[config.mk]
export PLATFORM = sky130hd
export DESIGN_NAME = eabs_queue
export DESIGN_NICKNAME = d
export VERILOG_FILES = /design/src/hdl/eabs_pkg.sv /design/src/hdl/eabs_queue.sv
export SDC_FILE = /design/constraint.sdc
export NUM_CORES = 1
export LEC_CHECK = 0
export ABC_AREA = 1
export BUFFER_PORTS_ARGS = -buffer_cell sky130_fd_sc_hd__buf_2
export CELL_PAD_IN_SITES_DETAIL_PLACEMENT = 1
export CELL_PAD_IN_SITES_GLOBAL_PLACEMENT = 2
export CORE_MARGIN = 5
export CORE_UTILIZATION = 39
export DETAILED_ROUTE_END_ITERATION = 16
export PLACE_DENSITY_LB_ADDON = 0.1
export SLEW_MARGIN = 20
export SYNTH_ARGS = -nofsm -noshare
export SYNTH_HDL_FRONTEND = slang
export SYNTH_SLANG_ARGS = --single-unit
[constraint.sdc]
create_clock -name aclk -period 2.2 [get_ports aclk]
set_clock_uncertainty 0.15 [all_clocks]
set_input_delay 0.33 -clock aclk [delete_from_list [all_inputs] [get_ports aclk]]
set_output_delay 0.33 -clock aclk [all_outputs]
set_load 0.01 [all_outputs]
[src/hdl/eabs_pkg.sv]
// Shared types, constants and the reciprocal table for the 3x3 box smoothing block.
package eabs_pkg;

    localparam int CFG_W     = 11;
    localparam int ROW_W     = 11;
    localparam int MAX_ROWS  = 1024;
    localparam int DATA_W    = 16;
    localparam int SUM3_W    = 18;
    localparam int SUM9_W    = 20;
    localparam int CNT3_W    = 2;
    localparam int CNT9_W    = 4;
    localparam int MAG_W     = 19;
    localparam int NUM_W     = 20;
    localparam int RCP_W     = 26;
    localparam int RCP_SHIFT = 26;
    localparam int PROD_W    = NUM_W + RCP_W;
    localparam int QUO_W     = 17;

    localparam logic REG_MAP_WIDTH  = 1'b0;
    localparam logic REG_MAP_HEIGHT = 1'b1;

    localparam logic OP_SAMPLE = 1'b0;

    // Per-beat control from the front end to the datapath
    typedef struct packed {
        logic top_ok;
        logic mid_ok;
        logic bot_ok;
        logic left_ok;
        logic right_ok;
        logic wr;
        logic emit;
        logic last;
    } eabs_evt_t;

    localparam int EVT_W = $bits(eabs_evt_t);

    // ceil(2^26 / (2*n)): floor((2*mag+n)/(2n)) == (num * rcp) >> 26 for num < 2^21
    function automatic logic [RCP_W-1:0] recip(input logic [CNT9_W-1:0] n);
        logic [RCP_W-1:0] r;
        case (n)
            4'd1:    r = 26'd33554432;
            4'd2:    r = 26'd16777216;
            4'd3:    r = 26'd11184811;
            4'd4:    r = 26'd8388608;
            4'd5:    r = 26'd6710887;
            4'd6:    r = 26'd5592406;
            4'd7:    r = 26'd4793491;
            4'd8:    r = 26'd4194304;
            4'd9:    r = 26'd3728271;
            default: r = '0;
        endcase
        return r;
    endfunction

endpackage

[src/hdl/eabs_queue.sv]
// Four-entry FIFO between the front end and the datapath.
module eabs_queue #(
    parameter int WIDTH = 32
) (
    input  logic             aclk,
    input  logic             aresetn,
    input  logic             push,
    input  logic [WIDTH-1:0] din,
    output logic             ready,
    input  logic             pop,
    output logic [WIDTH-1:0] dout,
    output logic             empty
);
    import eabs_pkg::*;

    localparam int DEPTH = 4;
    localparam int PW    = $clog2(DEPTH);

    logic [WIDTH-1:0] slot_reg [DEPTH];
    logic [PW-1:0]    wr_ptr_reg, rd_ptr_reg;
    logic [PW:0]      count_reg, count_next;

    assign ready = count_reg != (PW + 1)'(DEPTH);
    assign empty = count_reg == '0;
    assign dout  = slot_reg[rd_ptr_reg];

    always_comb begin
        count_next = count_reg;
        case ({push, pop})
            2'b10:   count_next = count_reg + (PW + 1)'(1);
            2'b01:   count_next = count_reg - (PW + 1)'(1);
            default: count_next = count_reg;
        endcase
    end

    always_ff @(posedge aclk) begin
        if (push) begin
            slot_reg[wr_ptr_reg] <= din;
        end
        if (!aresetn) begin
            wr_ptr_reg <= '0;
            rd_ptr_reg <= '0;
            count_reg  <= '0;
        end else begin
            if (push) begin
                wr_ptr_reg <= wr_ptr_reg + PW'(1);
            end
            if (pop) begin
                rd_ptr_reg <= rd_ptr_reg + PW'(1);
            end
            count_reg <= count_next;
        end
    end

endmodule

---- Word-level counts from Yosys, hierarchy flattened ----
Memory sizes are Yosys's and may differ from the RTL's. A register that Yosys moved wholly into a read port is not among the register bits.
Index checks and enable logic that the tools add are counted.
cells by class
  $add $sub $neg .......................... 4
  multiply operators ...................... 0
  divide/modulo/power cells ............... 0
  $lt $le $gt $ge ......................... 0
  equal/unequal tests ..................... 3
  shift operators ......................... 0
  muxes and demuxes ....................... 5
  bitwise gates (word level) .............. 0
  reductions and logical operators ........ 2
operators by type and width
  operator                                                            number
  3-bit one-hot mux with 2 select lines                               1
  2-bit by 1-bit adder with 2-bit output, second input constant       2
  2-bit 2-to-1 mux                                                    2
  3-bit by 1-bit adder with 3-bit output, second input constant       1
  3-bit logical NOT                                                   1
  3-bit inequality test, second input constant                        1
  3-bit by 1-bit subtractor with 3-bit output, second input constant  1
  2-bit by 1-bit == test with 1-bit output, second input constant     1
  2-bit == test, second input constant                                1
  1-bit 2-to-1 mux                                                    2
  2-bit nonzero test                                                  1
word-level totals
  bits in registers ....................... 7
  bits in latches ......................... 0
  RAM bits ................................ 128
  memory bits (read-only) ................. 0
  bits of input ports ..................... 36
  output and inout port bits .............. 34
  word-level logic and storage cells ...... 18
  memories ................................ 1
memories
  memory    words  bits a word  read ports  clocked after memory_dff  wr ports  RTL line          source
  slot_reg  4      32           1           1                         1         eabs_queue.sv:19  logic [WIDTH-1:0] slot_reg [DEPTH];

---- Logic depth before layout (Yosys ltp) ----
  word-level depth ........................ 3
  depth in mapped cells ................... 10
  gate-level depth less buffers ........... 10

---- Worst setup path before layout ----
Ideal clock, no wire load.
  path kind ............................... reg-to-reg
  start point ............................. reg wr_ptr_reg[0]
  end point ............................... mem slot_reg[2][0] (enable)
  library setup time ...................... 387 ps
  arrival ................................. 1,222 ps
  data required time ...................... 1,663 ps
  slack ................................... 441 ps
  stages on the path, launching flop included .. 5
  buffers on the path ..................... 0
  period minus slack after synthesis ...... 1,759 ps
  path through ............................ dfxtp_1 inv_1 ha_1 nand2_1 inv_1
RTL lines
  item                      RTL line          source
  start: declaration        eabs_queue.sv:20  logic [PW-1:0] wr_ptr_reg, rd_ptr_reg;
  start signal: assignment  eabs_queue.sv:46  wr_ptr_reg <= wr_ptr_reg + PW'(1);
  end: declaration          eabs_queue.sv:19
No word-level cell before the write port.

==> insert_results.sql <==
INSERT INTO impl_metrics (metric_group, metric, value, unit) VALUES
('floorplan', 'die_extent_in_y', '126', 'um'),
('detailed_routing', 'route.detailed.wl_per_inst', '17.7', 'um'),
('yosys', 'synth.cell_area', '5220', 'um^2'),
('detailed_routing', 'initialDrtViolationCount', '233', ''),
('timing', 'worst_slew_margin_rel', '71.0', '%'),
('finish', 'post_route_cells_drive_above_1_share', '23.1', '%'),
('critical_path', 'path_max_fanout', '18', ''),
('global_route', 'gr-usage-all-layers', '15.7', '%'),
('floorplan', 'dieWidth', '126', 'um'),
('floorplan', 'io_pins', '70', ''),
('critical_path', 'worst_setup_path_end_kind', 'primary output', ''),
('global_route', 'grt_antenna_before_repair', '0', ''),
('place', 'routabilityCongestion', '0.677', ''),
('yosys', 'synth.ff_latch_count', '137', ''),
('timing', 'rsz0062_at_grt', 'true', ''),
('floorplan', 'full_die_area', '15800', 'um^2'),
('timing', 'finalCritPeriodShare', '97.1', '%'),
('finish', 'flow.area_growth_from_synthesis', '29.3', '%'),
('global_route', 'grt_first_pass_wirelength', '19200', 'um'),
('detailed_routing', 'finalWirelength', '11800', 'um'),
('clock_network', 'cts_htree_levels', '4', ''),
('critical_path', 'timing.critical_path.arrival', '1.66', 'ns'),
('timing', 'hold_worst_slack', '0.0593', 'ns'),
('timing', 'worst_slack', '0.0639', 'ns'),
('floorplan', 'floorplan.initialDensity', '39.6', '%'),
('clock_network', 'cts_inserted_buffers', '17', ''),
('detailed_routing', 'drc', '0', ''),
('power', 'power.density', '977', 'nW/um^2'),
('power', 'power', '6.59', 'mW'),
('clock_network', 'cts.reportedPaths.clkPinSlew', '0.05', 'ns'),
('clock_network', 'cts_tree', 'done', ''),
('clock_network', 'clock_tree.root_cell', 'sky130_fd_sc_hd__clkbuf_16', ''),
('place', 'minimum_setup_slack_after_placement', '0.369', 'ns'),
('finish', 'diodes', '0', ''),
('flow_run', 'max_cap_violations', '0', ''),
('global_route', 'maximum_number_of_pins_on_one_net_before_global_route_repair', '65', ''),
('place', 'io_buffer_count', '69', ''),
('hold_path', 'worstHoldPathType', 'primary input to register', ''),
('global_route', 'global_route.overflow_total', '0', ''),
('yosys', 'synth_fp_nets', '408', ''),
('yosys', 'postSynthCellCount', '366', ''),
('yosys', 'synth_enable_flop_cells', '128', ''),
('timing', 'fmaxAchievable', '468', 'MHz'),
('yosys', 'synth_async_sr_flop_share', '0', '%'),
('yosys', 'ys_dominant_reg_cell', 'sky130_fd_sc_hd__edfxtp_1', ''),
('critical_path', 'crit_path_start_kind', 'register', ''),
('timing', 'final_hold_viol_count', '0', ''),
('critical_path', 'slowest_stage_delay_cp', '0.48', 'ns'),
('detailed_routing', 'via_per_inst', '5.01', ''),
('detailed_routing', 'antenna_violating_nets_post_route', '0', ''),
('timing', 'totalNegativeSetupSlack', '0', 'ns'),
('clock_network', 'tritoncts_num_sinks', '137', ''),
('finish', 'largest_register_ffs', '128', ''),
('critical_path', 'cp_cell_sequence', 'buf_4 > o21ai_0 > o22ai_1 > buf_2', ''),
('critical_path', 'worst-endpoint-required', '1.72', 'ns'),
('place', 'dp_hpwl', '7140', 'um'),
('critical_path', 'slowest_stage_cell_cp', 'sky130_fd_sc_hd__dfxtp_4', ''),
('clock_network', 'cts_setup_buffers', '0', ''),
('critical_path', 'setup.worst_path.class', 'register to primary output', ''),
('clock_network', 'clk_path_buf_depth', '2', ''),
('finish', 'finalNetCount', '524', ''),
('clock_network', 'insertion_delay', '0.41', 'ns'),
('place', 'placed_cells_incl_taps', '606', ''),
('run_status', 'status', 'finished, final reports clean', ''),
('floorplan', 'floorplan_row_count', '42', ''),
('detailed_routing', 'route.vias.total', '3352', ''),
('power', 'power.static_leakage', '2.45', 'nW'),
('timing', 'timing.final.crit_period', '2.14', 'ns'),
('yosys', 'post_synth.cell_area_avg', '14.3', 'um^2'),
('yosys', 'synth_sequential_area_ratio', '77.1', '%'),
('detailed_routing', 'drt_pre_antenna_iters', '4', ''),
('floorplan', 'fp.coreArea', '13200', 'um^2'),
('yosys', 'yosys_cell_types', '20', ''),
('timing', 'setup_viol', '0', ''),
('yosys', 'synth.yosys.warnings', '0', ''),
('timing', 'timing_max_transition_violations_final', '0', ''),
('power', 'ir_drop', '0.000492', 'V'),
('timing', 'slew_of_the_pin_with_the_lowest_slew_margin', '0.432', 'ns'),
('finish', 'instances_no_fill', '669', ''),
('global_route', 'first_global_vias', '3722', '');
==> area by class of cell <==
cell class                      instances  area, um^2
Tap cell                              176         220
Fill cell                            1336        6450
Sequential cell                       137        4030
Multi-Input combinational cell        193         971
Clock buffer                           20         437
Timing Repair Buffer                  116         832
Clock inverter                         10         176
Inverter                               17        78.8
==> report_power, final <==
part / switching [mW] / total (mW) / internal (mW)
combinational: 0.360 / 0.597 / 0.237
clock: 0.991 / 2.98 / 1.99
sequential: 0.0412 / 3.01 / 2.97
total: 1.39 / 6.59 / 5.20
==> logic make-up (layout without fill, tap and decap cells) <==
| kind of cell | Yosys count | count (layout) | synth area share [%] |
|---|---|---|---|
| AOI/OAI and AO/OA | 107 | 107 | 11.0 |
| adders and majority gates | 6 | 6 | 1.58 |
| buffers and inverters | 36 | 163 | 4.39 |
| DFF | 137 | 137 | 77.1 |
| and+or+nand+nor | 80 | 80 | 5.88 |
==> synthesized netlist by cell type, types with 2 or more instances <==
| cell | n | area share (%) |
|---|---|---|
| sky130_fd_sc_hd__ha_1 | 5 | 1.2 |
| sky130_fd_sc_hd__buf_4 | 3 | 0.43 |
| sky130_fd_sc_hd__o22ai_1 | 32 | 3.8 |
| sky130_fd_sc_hd__edfxtp_1 | 128 | 74 |
| sky130_fd_sc_hd__nand3_1 | 2 | 0.19 |
| sky130_fd_sc_hd__o21ai_0 | 42 | 4.0 |
| sky130_fd_sc_hd__nand2_1 | 9 | 0.65 |
| sky130_fd_sc_hd__nor2_1 | 67 | 4.8 |
| sky130_fd_sc_hd__inv_1 | 15 | 1.1 |
| sky130_fd_sc_hd__a21oi_1 | 5 | 0.48 |
| sky130_fd_sc_hd__buf_2 | 6 | 0.58 |
| sky130_fd_sc_hd__o21ai_1 | 28 | 2.7 |
| sky130_fd_sc_hd__buf_6 | 9 | 1.9 |
| sky130_fd_sc_hd__dfxtp_1 | 9 | 3.5 |
==> routing by layer <==
layer | vias up | GRT usage (%) | wire length (um)
li1 | 1598 | - | -
met1 | 1670 | 19.2 | 5240
met2 | 71 | 26.9 | 5950
met3 | 13 | 3.81 | 474
met4 | 0 | 6.51 | 169
met5 | - | 0 | 0
==> final timing paths <==
check / from / endpoint / slack [ns] / depth (start not counted)
min: aresetn / count_reg[2] / 0.06 / 3
max reg2reg: wr_ptr_reg[1] / slot_reg[1][16] / 0.42 / 5
max: register / dout[6] / 0.06 / 4
min reg2reg: rd_ptr_reg[1] / register / 0.32 / 1
==> through the flow <==
stage                     util (%)  instance area (um^2)
after floorplan                  -                  5220
after global placement        43.6                  5760
after detailed placement      43.6                  5760
after CTS                     50.8                  6700
after global routing          51.1                  6740
final                         51.1                  6740
==> layout by cell type (no fill, tap or decap), types with 3 or more instances in the layout <==
| cell | netlist | final |
|---|---|---|
| sky130_fd_sc_hd__a21oi_1 | 5 | 5 |
| sky130_fd_sc_hd__buf_2 | 6 | 69 |
| sky130_fd_sc_hd__buf_4 | 3 | 9 |
| sky130_fd_sc_hd__buf_6 | 9 | 3 |
| sky130_fd_sc_hd__bufinv_16 | 0 | 5 |
| sky130_fd_sc_hd__clkbuf_1 | 1 | 3 |
| sky130_fd_sc_hd__clkbuf_16 | 0 | 18 |
| sky130_fd_sc_hd__clkinv_1 | 0 | 6 |
| sky130_fd_sc_hd__dfxtp_1 | 9 | 7 |
| sky130_fd_sc_hd__dlygate4sd3_1 | 0 | 32 |
| sky130_fd_sc_hd__edfxtp_1 | 128 | 128 |
| sky130_fd_sc_hd__ha_1 | 5 | 5 |
| sky130_fd_sc_hd__inv_1 | 15 | 11 |
| sky130_fd_sc_hd__nand2_1 | 9 | 9 |
| sky130_fd_sc_hd__nor2_1 | 67 | 67 |
| sky130_fd_sc_hd__o21ai_0 | 42 | 42 |
| sky130_fd_sc_hd__o21ai_1 | 28 | 28 |
| sky130_fd_sc_hd__o22ai_1 | 32 | 31 |
==> what timing repair did <==
action,in CTS,in global routing
setup endpoints to repair,15,14
hold buffers,32,0
pin swaps,0,1
cloned,0,1
gates resized for setup,2,6
endpoints found under the hold margin,127,0
==> critical path: cells and delay by family (launching register included) <==
family	cells	cell delay, ns
compound gates	2	0.32
flops	1	0.48
buf+inv	2	0.43
(Power assumes the default switching activity.)
