**src/hdl/eabs_pkg.sv**
```systemverilog
// Shared types, constants and the reciprocal table for the 3x3 box smoothing block.
package eabs_pkg;

    localparam int CFG_W     = 11;
    localparam int ROW_W     = 11;
    localparam int MAX_ROWS  = 1024;
    localparam int DATA_W    = 16;
    localparam int SUM3_W    = 18;
    localparam int SUM9_W    = 20;
    localparam int CNT3_W    = 2;
    localparam int CNT9_W    = 4;
    localparam int MAG_W     = 19;
    localparam int NUM_W     = 20;
    localparam int RCP_W     = 26;
    localparam int RCP_SHIFT = 26;
    localparam int PROD_W    = NUM_W + RCP_W;
    localparam int QUO_W     = 17;

    localparam logic REG_MAP_WIDTH  = 1'b0;
    localparam logic REG_MAP_HEIGHT = 1'b1;

    localparam logic OP_SAMPLE = 1'b0;

    // Per-beat control from the front end to the datapath
    typedef struct packed {
        logic top_ok;
        logic mid_ok;
        logic bot_ok;
        logic left_ok;
        logic right_ok;
        logic wr;
        logic emit;
        logic last;
    } eabs_evt_t;

    localparam int EVT_W = $bits(eabs_evt_t);

    // ceil(2^26 / (2*n)): floor((2*mag+n)/(2n)) == (num * rcp) >> 26 for num < 2^21
    function automatic logic [RCP_W-1:0] recip(input logic [CNT9_W-1:0] n);
        logic [RCP_W-1:0] r;
        case (n)
            4'd1:    r = 26'd33554432;
            4'd2:    r = 26'd16777216;
            4'd3:    r = 26'd11184811;
            4'd4:    r = 26'd8388608;
            4'd5:    r = 26'd6710887;
            4'd6:    r = 26'd5592406;
            4'd7:    r = 26'd4793491;
            4'd8:    r = 26'd4194304;
            4'd9:    r = 26'd3728271;
            default: r = '0;
        endcase
        return r;
    endfunction

endpackage

```
**src/hdl/eabs_front.sv**
```systemverilog
// Front end: config registers, raster counters and per-beat classification.
module eabs_front #(
    parameter int MAX_WIDTH = 1024
) (
    input  logic                          aclk,
    input  logic                          aresetn,
    input  logic                          cfg_we,
    input  logic                          cfg_addr,
    input  logic [eabs_pkg::CFG_W-1:0]    cfg_wdata,
    input  logic                          s_tvalid,
    output logic                          s_tready,
    input  logic                          s_opcode,
    input  logic [eabs_pkg::DATA_W-1:0]   s_height,
    input  logic                          q_ready,
    output logic                          push,
    output eabs_pkg::eabs_evt_t           push_evt,
    output logic [$clog2(MAX_WIDTH)-1:0]  push_col,
    output logic [eabs_pkg::DATA_W-1:0]   push_data
);
    import eabs_pkg::*;

    localparam int CW = $clog2(MAX_WIDTH);
    localparam int WW = $clog2(MAX_WIDTH + 1);
    localparam int XW = (WW > CFG_W) ? WW : CFG_W;
    localparam int WIDTH_RST = (MAX_WIDTH < 256) ? MAX_WIDTH : 256;

    logic [WW-1:0]    width_reg, width_next;
    logic [ROW_W-1:0] height_reg, height_next;
    logic [CW-1:0]    col_reg, col_next;
    logic [ROW_W-1:0] row_reg, row_next;
    logic             full_reg, full_next;
    logic [WW-1:0]    dcol_reg, dcol_next;
    logic             dud_reg, dud_next;

    logic          s_acc;
    logic          w_ge2, h_ge2, col_last, row_last, dcol_end;
    logic [CW-1:0] k;

    assign s_tready = q_ready && !dud_reg;
    assign s_acc    = s_tvalid && s_tready;
    assign w_ge2    = width_reg >= WW'(2);
    assign h_ge2    = height_reg >= ROW_W'(2);
    assign col_last = WW'(col_reg) == width_reg - WW'(1);
    assign row_last = row_reg == height_reg - ROW_W'(1);
    assign dcol_end = dcol_reg == width_reg;

    always_comb begin
        width_next  = width_reg;
        height_next = height_reg;
        col_next    = col_reg;
        row_next    = row_reg;
        full_next   = full_reg;
        dcol_next   = dcol_reg;
        dud_next    = dud_reg;
        push        = 1'b0;
        push_evt    = '0;
        push_col    = '0;
        push_data   = s_height;
        k           = dcol_end ? '0 : dcol_reg[CW-1:0];

        if (cfg_we) begin
            case (cfg_addr)
                REG_MAP_WIDTH: begin
                    if (cfg_wdata == '0) begin
                        width_next = WW'(1);
                    end else if (XW'(cfg_wdata) > XW'(MAX_WIDTH)) begin
                        width_next = WW'(MAX_WIDTH);
                    end else begin
                        width_next = WW'(cfg_wdata);
                    end
                end
                REG_MAP_HEIGHT: begin
                    if (cfg_wdata == '0) begin
                        height_next = ROW_W'(1);
                    end else if (cfg_wdata > CFG_W'(MAX_ROWS)) begin
                        height_next = ROW_W'(MAX_ROWS);
                    end else begin
                        height_next = cfg_wdata;
                    end
                end
                default: begin
                end
            endcase
            col_next  = '0;
            row_next  = '0;
            full_next = 1'b0;
            dcol_next = '0;
            dud_next  = 1'b0;
        end else if (dud_reg && q_ready) begin
            // one-row map: prime the window with the first phantom column, no result
            push              = 1'b1;
            push_evt.mid_ok   = 1'b1;
            push_evt.left_ok  = w_ge2;
            dcol_next         = WW'(1);
            dud_next          = 1'b0;
        end else if (s_acc) begin
            if (!full_reg) begin
                if (s_opcode == OP_SAMPLE) begin
                    push              = 1'b1;
                    push_col          = col_reg;
                    push_evt.top_ok   = row_reg >= ROW_W'(2);
                    push_evt.mid_ok   = row_reg != '0;
                    push_evt.bot_ok   = 1'b1;
                    push_evt.left_ok  = (col_reg >= CW'(2)) || (col_reg == '0 && w_ge2);
                    push_evt.right_ok = col_reg != '0;
                    push_evt.wr       = 1'b1;
                    push_evt.emit     = (row_reg >= ROW_W'(2)) ||
                                        (row_reg == ROW_W'(1) && col_reg != '0);
                    if (col_last) begin
                        col_next = '0;
                        row_next = row_reg + ROW_W'(1);
                        if (row_last) begin
                            full_next = 1'b1;
                            dcol_next = '0;
                            dud_next  = !h_ge2;
                        end
                    end else begin
                        col_next = col_reg + CW'(1);
                    end
                end
            end else begin
                // drain: phantom row below the map, then one closing beat
                push              = 1'b1;
                push_col          = k;
                push_evt.top_ok   = h_ge2;
                push_evt.mid_ok   = 1'b1;
                push_evt.left_ok  = (k >= CW'(2)) || (k == '0 && w_ge2);
                push_evt.right_ok = (dcol_reg != '0) && !dcol_end;
                push_evt.emit     = 1'b1;
                push_evt.last     = dcol_end;
                if (dcol_end) begin
                    col_next  = '0;
                    row_next  = '0;
                    full_next = 1'b0;
                    dcol_next = '0;
                end else begin
                    dcol_next = dcol_reg + WW'(1);
                end
            end
        end
    end

    always_ff @(posedge aclk) begin
        if (!aresetn) begin
            width_reg  <= WW'(WIDTH_RST);
            height_reg <= ROW_W'(256);
            col_reg    <= '0;
            row_reg    <= '0;
            full_reg   <= 1'b0;
            dcol_reg   <= '0;
            dud_reg    <= 1'b0;
        end else begin
            width_reg  <= width_next;
            height_reg <= height_next;
            col_reg    <= col_next;
            row_reg    <= row_next;
            full_reg   <= full_next;
            dcol_reg   <= dcol_next;
            dud_reg    <= dud_next;
        end
    end

endmodule

```
**config.mk**
```make
export PLATFORM = sky130hd
export DESIGN_NAME = eabs_front
export DESIGN_NICKNAME = d
export VERILOG_FILES = /design/src/hdl/eabs_pkg.sv /design/src/hdl/eabs_front.sv
export SDC_FILE = /design/constraint.sdc
export NUM_CORES = 1
export LEC_CHECK = 0
export ABC_AREA = 1
export BUFFER_PORTS_ARGS = -buffer_cell sky130_fd_sc_hd__buf_2
export CORE_MARGIN = 2
export CORE_UTILIZATION = 45
export DETAILED_ROUTE_END_ITERATION = 6
export PLACE_DENSITY = 0.69
export SYNTH_ARGS = -nofsm -noshare
export SYNTH_HDL_FRONTEND = slang
export SYNTH_SLANG_ARGS = --single-unit
export TNS_END_PERCENT = 5
```
**constraint.sdc**
```tcl
create_clock -name aclk -period 5.96 [get_ports aclk]
set_input_delay 0.894 -clock aclk [delete_from_list [all_inputs] [get_ports aclk]]
set_output_delay 0.894 -clock aclk [all_outputs]
set_load 0.02 [all_outputs]
```
Word-level counts from Yosys, hierarchy flattened
Index checks and enable logic that the tools add are counted.
{ "word_totals": {"elab_cells": 112, "output_inout_bits": 36, "ff_bits": 56, "input_bits": 34} }
{ "classes": {"bitwise": 5, "eq_ne": 7, "add_sub_neg": 5, "n_reduce_logical": 34, "magnitude_cmp": 6, "n_mux": 47} }
{ "op_table": {"columns": ["cell", "count"], "rows": [
  ["$mux 11", 11],
  ["$mux 10", 10],
  ["$ge 11x2->1 const B", 3],
  ["$add 11x1->11 const B", 2],
  ["$eq 11x11->1", 2],
  ["$reduce_bool 11->1", 2],
  ["$sub 11x1->11 const B", 2],
  ["$ge 10x2->1 const B", 2],
  ["$logic_not 10->1", 2],
  ["$mux 1", 20],
  ["$mux 8", 2],
  ["$reduce_and 4->1", 3],
  ["$eq 10x11->1", 1],
  ["$eq 11x1->1 const B", 1],
  ["$gt 11x11->1 const B", 1],
  ["$logic_not 11->1", 1],
  ["$add 10x1->10 const B", 1],
  ["$reduce_and 5->1", 2],
  ["$reduce_bool 10->1", 1],
  ["$logic_and 1x1->1", 7],
  ["$mux 7", 1],
  ["$reduce_and 2->1", 3],
  ["$reduce_bool 2->1", 3],
  ["$reduce_bool 3->1", 2],
  ["other kinds (9)", 19]
]} }

Longest topological paths before layout
Gate-level depths: netlist of the first run.
{ "logic_depth": {"ltp_word": 9, "depth_mapped": 18, "depth_no_buf": 18} }

Least setup slack after synthesis of the first run
No wires, ideal clock.
{ "synth_timing": {"kind": "in2out", "from": "input port q_ready", "to": "output port push_col[6]", "required_ps": 5066, "path_buffers": 1, "cell_stages": 9, "arrival_ps": 2895, "setup_slack_ps": 2171, "cell_sequence": "inv_1 -> nor2_1 -> nand2_1 -> nor2_1 -> inv_1 -> nor2_1 -> inv_1 -> clkbuf_1 -> o21ai_0"} }
{ "synth_between": {"elab_chain_len": 5, "elab_cells_between_ends": 6, "classes_between": "3 x mux; 3 x reduce/logical"} }
{ "synth_rtl": {"columns": ["item", "line_no", "rtl"], "rows": [
  ["start: declaration", "eabs_front.sv:14", "input logic q_ready,"],
  ["$logic_and 1x1->1", "eabs_front.sv:39", "assign s_tready = q_ready && !dud_reg;"],
  ["named net s_tready", "eabs_front.sv:11", "output logic s_tready,"],
  ["$logic_and 1x1->1", "eabs_front.sv:40", "assign s_acc = s_tvalid && s_tready;"],
  ["$mux 10", "eabs_front.sv:96", "end else if (s_acc) begin"],
  ["$mux 10", "eabs_front.sv:89", "end else if (dud_reg && q_ready) begin"],
  ["$mux 10", "eabs_front.sv:61", "if (cfg_we) begin"],
  ["end: declaration", "eabs_front.sv:17", "output logic [$clog2(MAX_WIDTH)-1:0] push_col,"]
]} }
The timed path passes the listed nets, and every way through them passes these cells.

==> results.py, run 1 <==
metrics = {
    "status": {
        "status": "completed",
    },
    "layout": {
        "diodes": 0,
        "syn_to_final_growth_pct": 4.734,
        "nets": 735,
        "fillers": 976,
        "drive_gt1_share_pct": 10.30,
    },
    "pwr": {
        "power_frac_clock_pct": 30.8,
        "p_sw_share_pct": 32.37,
        "leakagePower_nw": 2.051,
        "seqPwrFrac_pct": 52.2,
        "p_comb_share_pct": 17.0,
        "power.internal_mw": 0.5189,
        "power_density_mw_per_mm2": 170.1,
        "power_switching_mw": 0.2484,
        "vdd_drop_max_uv": 112.0,
    },
    "timing": {
        "hold_violations": 0,
        "post-route-period-util_pct": 59.92,
        "relSlewSlack_pct": 45.65,
        "period_minus_slack_ns": 3.571,
        "skew_ns": 0.008025,
        "setup_viol": 0,
        "tightest_slew_ns": 0.8083,
        "fin_ws_ns": 2.389,
        "fmax_mhz": 280.0,
        "final_max_slew_viol_count": 0,
        "rsz0062_at_grt": "no",
        "timing.setup.tns_ns": 0,
    },
    "critical_path": {
        "required_ns": 5.07,
        "crit_path_end_kind": "primary output",
        "crit_fanout": 12,
        "worst_r2r_path_depth": 10,
        "cp.arrival_ns": 2.68,
        "crit_path_top_delay_cell": "dfxtp_1",
        "cp_cell_sequence": "xnor2_1 > nand2_1 > nor3_1 > nand3_1 > o21ai_0 > nand3_1 > o21ai_0 > o311ai_0 > buf_2",
        "cp-start-kind": "flop",
        "r2r-end": "row_reg[1]",
        "worst_path_largest_cell_delay_ns": 0.52,
        "path_delay_family": "simple AND/OR/NAND/NOR gates",
        "reg2reg_from": "width_reg[2]",
        "r2r_slack_ns": 3.10,
        "crit_buf_inv": 1,
        "worstSetupPathType": "flop to primary output",
    },
    "worst_hold_path": {
        "min_from": "dud_reg",
        "hold_end": "dud_reg",
        "whs_path_depth": 2,
        "hold_path.class": "flop to flop",
    },
    "route": {
        "first_pass_iters": 5,
        "wl_per_cell_um": 14.45,
        "drt_wl_total_um": 11820,
        "drc_errors": 0,
        "num_vias": 4368,
        "ant_nets": 0,
        "drtIter0Drc": 209,
        "via_per_inst": 5.340,
    },
    "synthesis": {
        "syn-num-nets": 729,
        "yosysSeqAreaShare_pct": 26.02,
        "synth_edf_count": 0,
        "synth_cell_types": 45,
        "ys_warn_count": 0,
        "synthTopCellsByArea": "dfxtp_1 26%, nand2_1 13%, nor2_1 7.6%",
        "dominantRegCellSynth": "dfxtp_1",
        "avgSynthCellArea_um2": 6.317,
        "netlist_area_mm2": 0.004308,
        "synth_top_cell_area_share_pct": 26.02,
        "yosys_register_bits": 56,
        "netlist_instances": 682,
        "yosysTopAreaCell": "dfxtp_1",
        "ys_async_sr_fraction_pct": 0,
    },
    "global_routing": {
        "gr-total-overflow": 0,
        "grt_max_degree": 21,
        "grt_pass1_vias": 4216,
        "antenna_found_initial": 0,
        "grt_usage_pct": 23.67,
        "grt_pass1_wl_um": 19850,
    },
    "cts": {
        "cts_buffer_depth": 2,
        "cts_setup_buffers": 0,
        "cts-root-buf": "clkbuf_8",
        "holdBufCountCts": 0,
        "h-tree-depth": 2,
        "cts_sinks": 56,
        "cts.repair.resized": 0,
        "clk_latency_ns": 0.32,
        "cts_tree": "built",
        "path_clk_slew_ns": 0.12,
        "numCtsBuffers": 5,
    },
    "floorplanning": {
        "rows": 35,
        "core_mm2": 0.009284,
        "die_height_um": 101.8,
        "chipWidth_um": 101.8,
        "fp.dieArea_mm2": 0.01037,
        "start_util_pct": 46.40,
        "io_pins": 70,
    },
    "place": {
        "dp_hpwl_um": 9197,
        "finalWeightedCongestion": 0.9470,
        "portBuffers": 37,
        "dp_worst_setup_slack_ns": 2.560,
    },
    "job": {
        "cap_violations": 0,
    },
}
[synthesized netlist by cell type, drive strengths merged, types with 2 or more instances]
| cell type | instances |
|---|---|
| nand2 | 159 |
| nor2 | 96 |
| inv | 86 |
| dfxtp | 56 |
| nand3 | 45 |
| a21oi | 41 |
| o21ai | 36 |
| buf | 28 |
| xor2 | 28 |
| nor3 | 18 |
| ha | 13 |
| nor4 | 13 |
| xnor2 | 11 |
| clkbuf | 10 |
| nand4 | 9 |
| o22ai | 8 |
| nor3b | 7 |
| o32ai | 3 |
| nand3b | 2 |
[placed cells by master, fill, tap and decap left out, types with 5 or more instances in the layout]
| cell | n |
|---|---|
| nand2_1 | 154 |
| nor3_1 | 17 |
| nor3b_1 | 6 |
| xnor2_1 | 11 |
| inv_2 | 5 |
| inv_1 | 81 |
| nand3_1 | 44 |
| nor2_1 | 87 |
| buf_2 | 37 |
| nor4_1 | 13 |
| nand4_1 | 9 |
| clkbuf_8 | 5 |
| ha_1 | 13 |
| dfxtp_1 | 56 |
| xor2_1 | 28 |
| a21oi_1 | 41 |
| o22ai_1 | 8 |
| nor2_2 | 6 |
| o21ai_0 | 32 |
[power groups by stage]
stage / combinational, mW / sequential, mW / clock, mW
finish: 0.131 / 0.400 / 0.236
CTS: 0.130 / 0.400 / 0.239
detailed placement: 0.129 / 0.408 / 0
global route: 0.150 / 0.402 / 0.257
floorplan: 0.119 / 0.400 / 0
global placement: 0.126 / 0.408 / 0
[cell type report]
| type | count | area, µm² | share of cell area, % |
|---|---|---|---|
| Clock inverter | 3 | 28.78 | 0.6378 |
| Clock buffer | 5 | 68.82 | 1.525 |
| Inverter | 87 | 326.6 | 7.238 |
| Timing Repair Buffer | 37 | 185.2 | 4.104 |
| Multi-Input combinational cell | 501 | 2620 | 58.07 |
| Tap cell | 129 | 161.4 | 3.577 |
| Sequential cell | 56 | 1121 | 24.85 |
[through the flow]
stage                     instances  total power, mW  util [%]  hold slack, ns  area [µm²]
after global routing            818           0.8095     48.60          0.5327        4512
after detailed placement        810           0.5378     47.55          0.4945        4414
final                           818           0.7673     48.60          0.5104        4512
after CTS                       818           0.7686     48.60          0.5121        4512
after global placement          810           0.5343     47.55          0.4854        4414
after floorplan                 682           0.5197         -          0.4635        4308
[worst register-to-register path: stages, from the launching register on]
cell	delay [ns]
dfxtp_1	0.52
xnor2_1	0.16
nand2_1	0.07
nor3_1	0.14
nand3_1	0.42
nand2_2	0.37
nand2_2	0.23
nor2_4	0.36
inv_2	0.16
nand2_2	0.20
o22ai_1	0.11
[worst max path at each step]
| stage | start | end | slack [ns] | depth (start not counted) |
|---|---|---|---|---|
| after floorplan | q_ready | push_col[6] | 2.17 | 9 |
| after global placement | q_ready | push_col[8] | 2.66 | 10 |
| after detailed placement | q_ready | push_evt[7] | 2.56 | 10 |
| after CTS | width_reg[2] | push_evt[4] | 2.55 | 9 |
| after global routing | dcol_reg[2] | push_evt[4] | 2.16 | 9 |
| final | width_reg[2] | push_evt[4] | 2.39 | 9 |
[cell families after synthesis]
family | Yosys count | synth area share [%]
AOI/OAI and AO/OA | 96 | 12.46
xor gates and xnor gates | 39 | 7.929
adders and majority gates | 13 | 3.776
buffers and inverters | 125 | 13.16
DFF | 56 | 26.02
and+or+nand+nor | 353 | 36.65
[metal layers]
layer | GRT usage (%) | share of wire (%)
met5 | 0 | 0
met2 | 40.49 | 48
met3 | 3.557 | 6.2
met4 | 8.615 | 1.9
met1 | 30.30 | 44
Note: power is estimated with default switching activity, not from simulation.
==> run 2, diff against run 1 <==
--- a/config.mk
+++ b/config.mk
@@ -5,7 +5,7 @@
 export SDC_FILE = /design/constraint.sdc
 export NUM_CORES = 1
 export LEC_CHECK = 0
-export ABC_AREA = 1
+export ABC_AREA = 0
 export BUFFER_PORTS_ARGS = -buffer_cell sky130_fd_sc_hd__buf_2
 export CORE_MARGIN = 2
 export CORE_UTILIZATION = 45
==> constraint.sdc (replaced) <==
create_clock -name aclk -period 3.55 [get_ports aclk]
set_input_delay 0.5325 -clock aclk [delete_from_list [all_inputs] [get_ports aclk]]
set_output_delay 0.5325 -clock aclk [all_outputs]
set_load 0.02 [all_outputs]
==> run 2 against run 1 <==
  * Clock skew rose by 0.00073 ns
  * Combinational power rose by 28%
  * Synthesized cell count fell by 21%
  * Via count fell by 11%
  * Cell count fell by 21%
  * Final area fell by 3.2%
  * Area after synthesis fell by 3.0%
  * Critical path type is now flop to flop
  * Critical endpoint is now dcol_reg[10]
  * Largest cell class unchanged
  * Largest power group unchanged
==> results.py, run 2 <==
metrics = {
    "cts": {
        "numCtsBuffers": 5,
        "cts-root-buf": "clkbuf_8",
        "holdBufCountCts": 0,
        "cts_tree": "built",
        "cts_setup_buffers": 0,
        "cts_sinks": 56,
        "cts.repair.resized": 0,
        "clk_latency_ns": 0.31,
        "h-tree-depth": 2,
        "cts_buffer_depth": 2,
        "path_clk_slew_ns": 0.11,
    },
    "route": {
        "num_vias": 3882,
        "via_per_inst": 6.000,
        "ant_nets": 0,
        "drc_errors": 0,
        "first_pass_iters": 4,
        "drt_wl_total_um": 10780,
        "drtIter0Drc": 177,
        "wl_per_cell_um": 16.67,
    },
    "timing": {
        "fmax_mhz": 315.4,
        "rsz0062_at_grt": "no",
        "final_max_slew_viol_count": 0,
        "hold_ws_ns": 0.5088,
        "period_minus_slack_ns": 3.170,
        "tightest_slew_ns": 0.7150,
        "post-route-period-util_pct": 89.31,
        "timing.setup.tns_ns": 0,
        "relSlewSlack_pct": 51.90,
        "setup_viol": 0,
        "skew_ns": 0.008756,
        "hold_violations": 0,
    },
    "pwr": {
        "p_sw_share_pct": 28.72,
        "vdd_drop_max_uv": 172.0,
        "power_frac_clock_pct": 31.1,
        "seqPwrFrac_pct": 54.8,
        "p_comb_share_pct": 14.1,
        "leakagePower_nw": 1.635,
        "power_switching_mw": 0.3433,
        "power_density_mw_per_mm2": 273.7,
        "power.internal_mw": 0.8521,
    },
    "layout": {
        "fillers": 921,
        "nets": 582,
        "postLayoutCoreUtil_pct": 47.94,
        "stdcell_count": 647,
        "layout_commonest_cell": "dfxtp_1",
        "syn_to_final_growth_pct": 4.491,
        "multiInputGateArea_mm2": 0.002720,
        "drive_gt1_share_pct": 12.87,
        "regArea_mm2": 0.001121,
        "final_cell_mix": "56 x dfxtp_1, 39 x nor2_1, 37 x nand2_1, 37 x buf_2, 30 x a21oi_1",
        "diodes": 0,
    },
    "floorplanning": {
        "chipWidth_um": 100.4,
        "core_mm2": 0.009109,
        "die_height_um": 100.4,
        "io_pins": 70,
        "fp.dieArea_mm2": 0.01007,
        "rows": 35,
        "start_util_pct": 45.88,
    },
    "synthesis": {
        "synth_cell_types": 65,
        "ys_async_sr_fraction_pct": 0,
        "yosysMostFrequentCell": "dfxtp_1",
        "avgSynthCellArea_um2": 7.753,
        "netlist_instances": 539,
        "yosysSeqAreaShare_pct": 26.83,
        "netlist_top_cells_count": "56 x dfxtp_1, 39 x nor2_1, 37 x nand2_1",
        "syn-num-nets": 586,
        "yosys_register_bits": 56,
        "ys_warn_count": 0,
        "dominantRegCellSynth": "dfxtp_1",
        "netlist_area_mm2": 0.004179,
        "synth_top_cell_area_share_pct": 26.83,
        "synth_edf_count": 0,
        "yosysTopAreaCell": "dfxtp_1",
        "synthTopCellsByArea": "dfxtp_1 27%, xnor2_1 6.1%, xor2_1 4.8%",
    },
    "global_routing": {
        "antenna_found_initial": 0,
        "grt_max_degree": 25,
        "grt_pass1_vias": 3685,
        "gr-total-overflow": 0,
        "grt_usage_pct": 21.88,
        "busiest_layer": "met2",
        "use_met1_pct": 30.01,
        "grt_pass1_wl_um": 18290,
        "met3_usage_pct": 3.273,
        "grt_use_met2_pct": 36.55,
    },
    "worst_hold_path": {
        "hold_path.class": "input port to flop",
    },
    "place": {
        "portBuffers": 37,
        "dp_hpwl_um": 8242,
        "placedCellCount": 639,
        "finalWeightedCongestion": 0.9345,
    },
    "critical_path": {
        "worstSetupPathType": "flop to flop",
        "cp-start-kind": "flop",
        "crit_fanout": 11,
        "required_ns": 3.74,
        "cp.arrival_ns": 3.36,
        "r2r_slack_ns": 0.38,
        "crit_path_end_kind": "flop",
    },
    "status": {
        "status": "completed",
    },
    "job": {
        "cap_violations": 0,
    },
}
run 2: cells by family (layout without fill, tap and decap cells):
logic type | after synthesis | count (layout) | synth area share [%]
XOR/XNOR | 52 | 52 | 10.90
flip-flops | 56 | 56 | 26.83
adder cells (fa/ha/maj) | 13 | 13 | 3.892
AO/OA/AOI/OAI | 95 | 95 | 16.08
multiplexers | 7 | 7 | 1.976
AND/OR/NAND/NOR | 244 | 244 | 32.10
buffers and inverters | 72 | 69 | 8.234
run 2: routing by layer:
| layer | vias to the layer above | wire (µm) |
|---|---|---|
| met5 | - | 0 |
| met4 | 0 | 157 |
| met3 | 22 | 665 |
| met2 | 139 | 5102 |
| met1 | 1838 | 4858 |
| li1 | 1883 | - |
run 2: path summary, 6_finish.rpt:
| path | from | to | cells after the start |
|---|---|---|---|
| min reg2reg | height_reg[10] | height_reg[10] | 2 |
| max reg2reg | width_reg[0] | dcol_reg[10] | 10 |
| max | width_reg[0] | dcol_reg[10] | 10 |
| min | cfg_addr | height_reg[10] | 3 |
run 2: cell type report:
| cell class | instances | area share (%) |
|---|---|---|
| multi-input combinational | 411 | 62.29 |
| clock inverter | 3 | 0.6304 |
| inverter | 20 | 1.719 |
| clock buffer | 5 | 1.576 |
| timing repair buffer | 41 | 4.928 |
| tap | 111 | 3.181 |
| sequential | 56 | 25.67 |
run 2: critical path, stage by stage (launching register included):
cell and delay, ns:
dfxtp_1 0.48, inv_1 0.10, ha_1 0.30, nor2b_1 0.16, or3_1 0.36, a31o_2 0.25, a211o_1 0.23, or4b_4 0.60
a21oi_1 0.32, a31o_2 0.20, a21oi_1 0.05
run 2: power groups by stage:
| stage | logic [mW] | registers [mW] | clock network, mW |
|---|---|---|---|
| 2_1_floorplan | 0.158 | 0.657 | 0 |
| 3_3_place_gp | 0.161 | 0.669 | 0 |
| 3_5_place_dp | 0.166 | 0.670 | 0 |
| 4_1_cts | 0.167 | 0.655 | 0.384 |
| 5_1_grt | 0.188 | 0.658 | 0.409 |
| 6_report | 0.168 | 0.656 | 0.371 |
run 2: per-stage QoR:
| step | setup WS [ns] | cell area, µm² | power, mW |
|---|---|---|---|
| 5_1_grt | 0.06471 | 4367 | 1.255 |
| 4_1_cts | 0.3775 | 4367 | 1.206 |
| 6_report | 0.3795 | 4367 | 1.195 |
| 3_5_place_dp | 0.4103 | 4270 | 0.8357 |
| 2_1_floorplan | 0.5012 | 4179 | 0.8150 |
| 3_3_place_gp | 0.5234 | 4270 | 0.8303 |
